`config.mk`:
```
export PLATFORM = sky130hd
export DESIGN_NAME = mhr_ctrl
export DESIGN_NICKNAME = d
export VERILOG_FILES = /design/src/hdl/mhr_pkg.sv /design/src/hdl/mhr_ctrl.sv
export SDC_FILE = /design/constraint.sdc
export NUM_CORES = 1
export LEC_CHECK = 0
export ABC_AREA = 1
export BUFFER_PORTS_ARGS = -buffer_cell sky130_fd_sc_hd__buf_2
export CAP_MARGIN = 0
export CORE_AREA = 4 4 41 43
export CTS_CLUSTER_DIAMETER = 80
export DETAILED_ROUTE_END_ITERATION = 16
export DIE_AREA = 0 0 45 47
export PLACE_DENSITY = 0.53
export SYNTH_ARGS = -nofsm -noshare
export SYNTH_HDL_FRONTEND = slang
export SYNTH_SLANG_ARGS = --single-unit
```
`constraint.sdc`:
```
create_clock -name i_clk -period 4 [get_ports i_clk]
set_clock_uncertainty 0.15 [all_clocks]
set_input_delay 0.6 -clock i_clk [delete_from_list [all_inputs] [get_ports i_clk]]
set_output_delay 0.6 -clock i_clk [all_outputs]
set_load 0.02 [all_outputs]
```
`src/hdl/mhr_pkg.sv`:
```
package mhr_pkg;

    localparam int HISTORY_DEPTH = 64;
    localparam int MAX_AXES      = 6;

    localparam int SLOT_W   = $clog2(HISTORY_DEPTH);
    localparam int COUNT_W  = $clog2(HISTORY_DEPTH + 1);
    localparam int AX_IDX_W = (MAX_AXES > 1) ? $clog2(MAX_AXES) : 1;
    localparam int AXIS_W   = 3;
    localparam int WORD_W   = 32;
    localparam int CFG_IDX_W  = 2;
    localparam int CFG_DATA_W = 3;

    // register indexes of the configuration port
    localparam logic [CFG_IDX_W-1:0] CFG_AXES_IN_USE   = 2'd0;
    localparam logic [CFG_IDX_W-1:0] CFG_RELATIVE_MODE = 2'd1;

    // request kinds
    localparam logic ACT_PUT   = 1'b0;
    localparam logic ACT_QUERY = 1'b1;

    localparam logic [AXIS_W-1:0] AXES_RESET = 3'd2;

    typedef logic [MAX_AXES-1:0][WORD_W-1:0] t_axes;

    typedef struct packed {
        logic put_we;
        logic q_start;
        logic rd_issue;
        logic load_pend;
        logic pend_to_out;
        logic empty_to_out;
        logic out_last;
    } t_cmd;

    typedef struct packed {
        logic match;
        logic stop_hit;
        logic rem_zero;
        logic out_free;
    } t_status;

endpackage

```
`src/hdl/mhr_ctrl.sv`:
```
module mhr_ctrl (
    input  logic             i_clk,
    input  logic             i_rst_n,
    input  logic             i_valid,
    input  logic             i_action,
    input  mhr_pkg::t_status i_status,
    output logic             o_stall,
    output mhr_pkg::t_cmd    o_cmd
);
    import mhr_pkg::*;

    localparam logic [1:0] ST_IDLE  = 2'd0;
    localparam logic [1:0] ST_SCAN  = 2'd1;
    localparam logic [1:0] ST_FLUSH = 2'd2;

    logic [1:0] r_state, n_state;
    logic       r_dv, n_dv;
    logic       r_pv, n_pv;

    assign o_stall = (r_state != ST_IDLE);

    always_comb begin
        o_cmd   = '0;
        n_state = r_state;
        n_dv    = r_dv;
        n_pv    = r_pv;
        o_cmd.out_last = (r_state == ST_FLUSH);
        case (r_state)
            ST_IDLE: begin
                if (i_valid) begin
                    if (i_action == ACT_QUERY) begin
                        o_cmd.q_start = 1'b1;
                        n_state = ST_SCAN;
                        n_dv    = 1'b0;
                        n_pv    = 1'b0;
                    end else begin
                        o_cmd.put_we = 1'b1;
                    end
                end
            end
            ST_SCAN: begin
                if (r_dv) begin
                    if (i_status.stop_hit) begin
                        n_dv    = 1'b0;
                        n_state = ST_FLUSH;
                    end else if (!(i_status.match && r_pv && !i_status.out_free)) begin
                        if (i_status.match) begin
                            o_cmd.pend_to_out = r_pv;
                            o_cmd.load_pend   = 1'b1;
                            n_pv = 1'b1;
                        end
                        if (!i_status.rem_zero) begin
                            o_cmd.rd_issue = 1'b1;
                            n_dv = 1'b1;
                        end else begin
                            n_dv    = 1'b0;
                            n_state = ST_FLUSH;
                        end
                    end
                end else if (!i_status.rem_zero) begin
                    o_cmd.rd_issue = 1'b1;
                    n_dv = 1'b1;
                end else begin
                    n_state = ST_FLUSH;
                end
            end
            ST_FLUSH: begin
                if (i_status.out_free) begin
                    if (r_pv) begin
                        o_cmd.pend_to_out = 1'b1;
                    end else begin
                        o_cmd.empty_to_out = 1'b1;
                    end
                    n_pv    = 1'b0;
                    n_state = ST_IDLE;
                end
            end
            default: begin
                n_state = ST_IDLE;
                n_dv    = 1'b0;
                n_pv    = 1'b0;
            end
        endcase
    end

    always_ff @(posedge i_clk) begin
        if (!i_rst_n) begin
            r_state <= ST_IDLE;
            r_dv    <= 1'b0;
            r_pv    <= 1'b0;
        end else begin
            r_state <= n_state;
            r_dv    <= n_dv;
            r_pv    <= n_pv;
        end
    end

    a_no_read_past_end: assert property (@(posedge i_clk) disable iff (!i_rst_n)
        o_cmd.rd_issue |-> !i_status.rem_zero)
        else $error("read issued with no records left");

    a_out_load_free: assert property (@(posedge i_clk) disable iff (!i_rst_n)
        (o_cmd.pend_to_out || o_cmd.empty_to_out) |-> i_status.out_free)
        else $error("output register overwritten while stalled");

    a_idle_no_scan: assert property (@(posedge i_clk) disable iff (!i_rst_n)
        (r_state == ST_IDLE) |-> (!o_cmd.rd_issue && !o_cmd.load_pend && !o_cmd.pend_to_out))
        else $error("scan activity while idle");

    a_query_enters_scan: assert property (@(posedge i_clk) disable iff (!i_rst_n)
        o_cmd.q_start |=> (r_state == ST_SCAN) && !r_pv)
        else $error("query start did not enter scan");

endmodule

```
==> metrics.yaml <==
synth:
  synth_cell_type_count: 16
  synth_warnings: 0
  synth_top_cell_by_area: "dfxtp_1"
  yosysSeqAreaShare_pct: 23.9
  syn_inst: 54
  yosysTopAreaCellShare_pct: 23.9
  async_flop_share_pct: 0
  avgSynthCellArea_um2: 6.21
  synth_edf_count: 0
  ys_top_cells_by_count: "nand2_1 (11), inv_1 (8), nor2_1 (8)"
  syn_area_um2: 335
  synth.most_common_cell: "nand2_1"
  synthesis.nets: 65
  synthTopCellsByArea: "dfxtp_1 (24%), nand2_1 (12%), ha_1 (11%), inv_1 (9.0%), nor2_1 (9.0%)"
  synth-main-ff-cell: "dfxtp_1"
  ys_seq_elements: 4
drt:
  avgViaCountPerCell: 4.34
  vias: 378
  drtPass1Iterations: 4
  wl_per_cell_um: 9.36
  drt_first_iter_violations: 5
  drcViolationCount: 0
  antenna_left: 0
  routed_wl_um: 814
setup_path:
  required_ps: 3250
  startpoint_type: "flop"
  path_max_fanout: 3
  worstSetupEndpointType: "output port"
  worst-setup-path-type: "reg2out"
  crit_arrival_ps: 1330
placement:
  post-place-ws_ps: 1980
  port_buffers: 15
  gp_congestion: 0.744
  dp_cells: 84
  dpl.hpwl_um: 718
clock_network:
  htree_num_levels: 1
  cts_tree: "done"
  clk_pin_slew_worst_paths_ps: 40
  holdBufCountCts: 0
  cts_root_buf: "clkbuf_4"
  cts.sinks: 4
  cts_resized: 0
  cts_buffer_depth: 2
  cts_buffers: 3
  clock_latency_ps: 230
  post_cts_buffers: 0
die:
  die_area_um2: 2120
  core-area_um2: 1300
  fp.dieW_um: 45
  die_y_um: 47
  num_rows: 13
  ioPinCount: 16
  initial_core_util_pct: 25.8
grt:
  grt_pass1_vias: 349
  grt_pass1_wl_um: 1370
  grt_antenna_before_repair: 0
  grt.overflow.total: 0
  grt_max_degree: 6
  grtUsageTotal_pct: 9.16
pwr:
  ir_drop_mv: 0.185
  p_per_area_nw_per_um2: 491
  leakagePower_nw: 0.253
timing:
  hold_viol: 0
  period_needed_ps: 2080
  fmax_mhz: 482
  tightest_slew_ps: 292
  rsz0062_at_grt: "no"
  finalCritPeriodShare_pct: 51.9
  fin_tns_setup_ps: 0
  relSlewSlack_pct: 80.4
  setup_viol: 0
  setup_ws_ps: 1920
  whs_ps: 336
  slew_viol_final: 0
worst_hold_path:
  hp-class: "reg2reg"
run:
  cap_violations: 0
status:
  status: "complete, no violations"
layout:
  finalNonFillerCells: 87
  fillCellCount: 160
  drive_above_1_share_pct: 36.1
  area_growth_pct: 34.7
  fin_nets: 85
  diodes: 0
==> flip-flops by register name (all words and copies together), names as in the netlist <==
signal and count:
r_dv 1, r_pv 1, r_state 2
==> placed cells by master (no fill, tap or decap), types with 2 or more instances in the layout <==
cell,n
buf_2,15
nand2_2,2
nor3_1,2
nor2_1,8
inv_1,8
dfxtp_1,4
nand2_1,11
a21oi_1,4
ha_1,3
nand3_1,4
inv_2,2
clkbuf_4,3
==> final timing paths <==
kind	startpoint	to	slack, ps	cells past startpoint
worst max-delay path	r_state[0]$_SDFFE_PN0P_	o_cmd[2]	1920	5
worst min-delay path	r_state[0]$_SDFFE_PN0P_	r_state[0]$_SDFFE_PN0P_	340	2
worst max register to register	r_state[0]$_SDFFE_PN0P_	r_state[1]$_SDFFE_PN0P_	2590	6
worst min register to register	r_state[0]$_SDFFE_PN0P_	r_state[0]$_SDFFE_PN0P_	340	2
==> critical path, stage by stage, from the launching register on <==
cell,delay [ps]
dfxtp_1,360
inv_1,80
ha_1,280
nand3_1,70
a21oi_1,120
buf_2,180
==> final cells by class <==
cell class	count	area (µm²)	area share [%]
multi-input cells	40	218	48.2
flip-flops and latches	4	80.1	17.7
repair buffers	15	75.1	16.6
inverters	10	37.5	8.31
clock buffers	3	22.5	4.99
well taps	15	18.8	4.16
==> routing by layer <==
metal,part of all wire [%],wire length [µm],vias to the layer above,GRT usage (%)
met3,4.7,38,2,2.30
met1,45,370,161,11.1
met5,0,0,-,0
met2,49,396,8,13.8
met4,1.1,9,0,7.02
li1,-,-,207,-
==> where the power goes <==
part	switching (W)	internal, W
registers	0.00000568	0.0000473
clock network	0.0000162	0.0000335
logic	0.0000768	0.0000422
==> per-stage QoR <==
step / power [W] / instance area, µm² / utilization [%]
after floorplan: 0.000142 / 335 / -
after global placement: 0.000174 / 429 / 33.0
after detailed placement: 0.000174 / 429 / 33.0
after CTS: 0.000228 / 452 / 34.7
after global routing: 0.000246 / 452 / 34.7
final: 0.000222 / 452 / 34.7
==> logic make-up after synthesis <==
kind of cell               synth area share (%)
AOI/OAI and AO/OA                          11.6
adders and majority gates                  11.2
buffers and inverters                      11.2
DFF                                        23.9
and+or+nand+nor                            42.2
(Power assumes the default switching activity.)
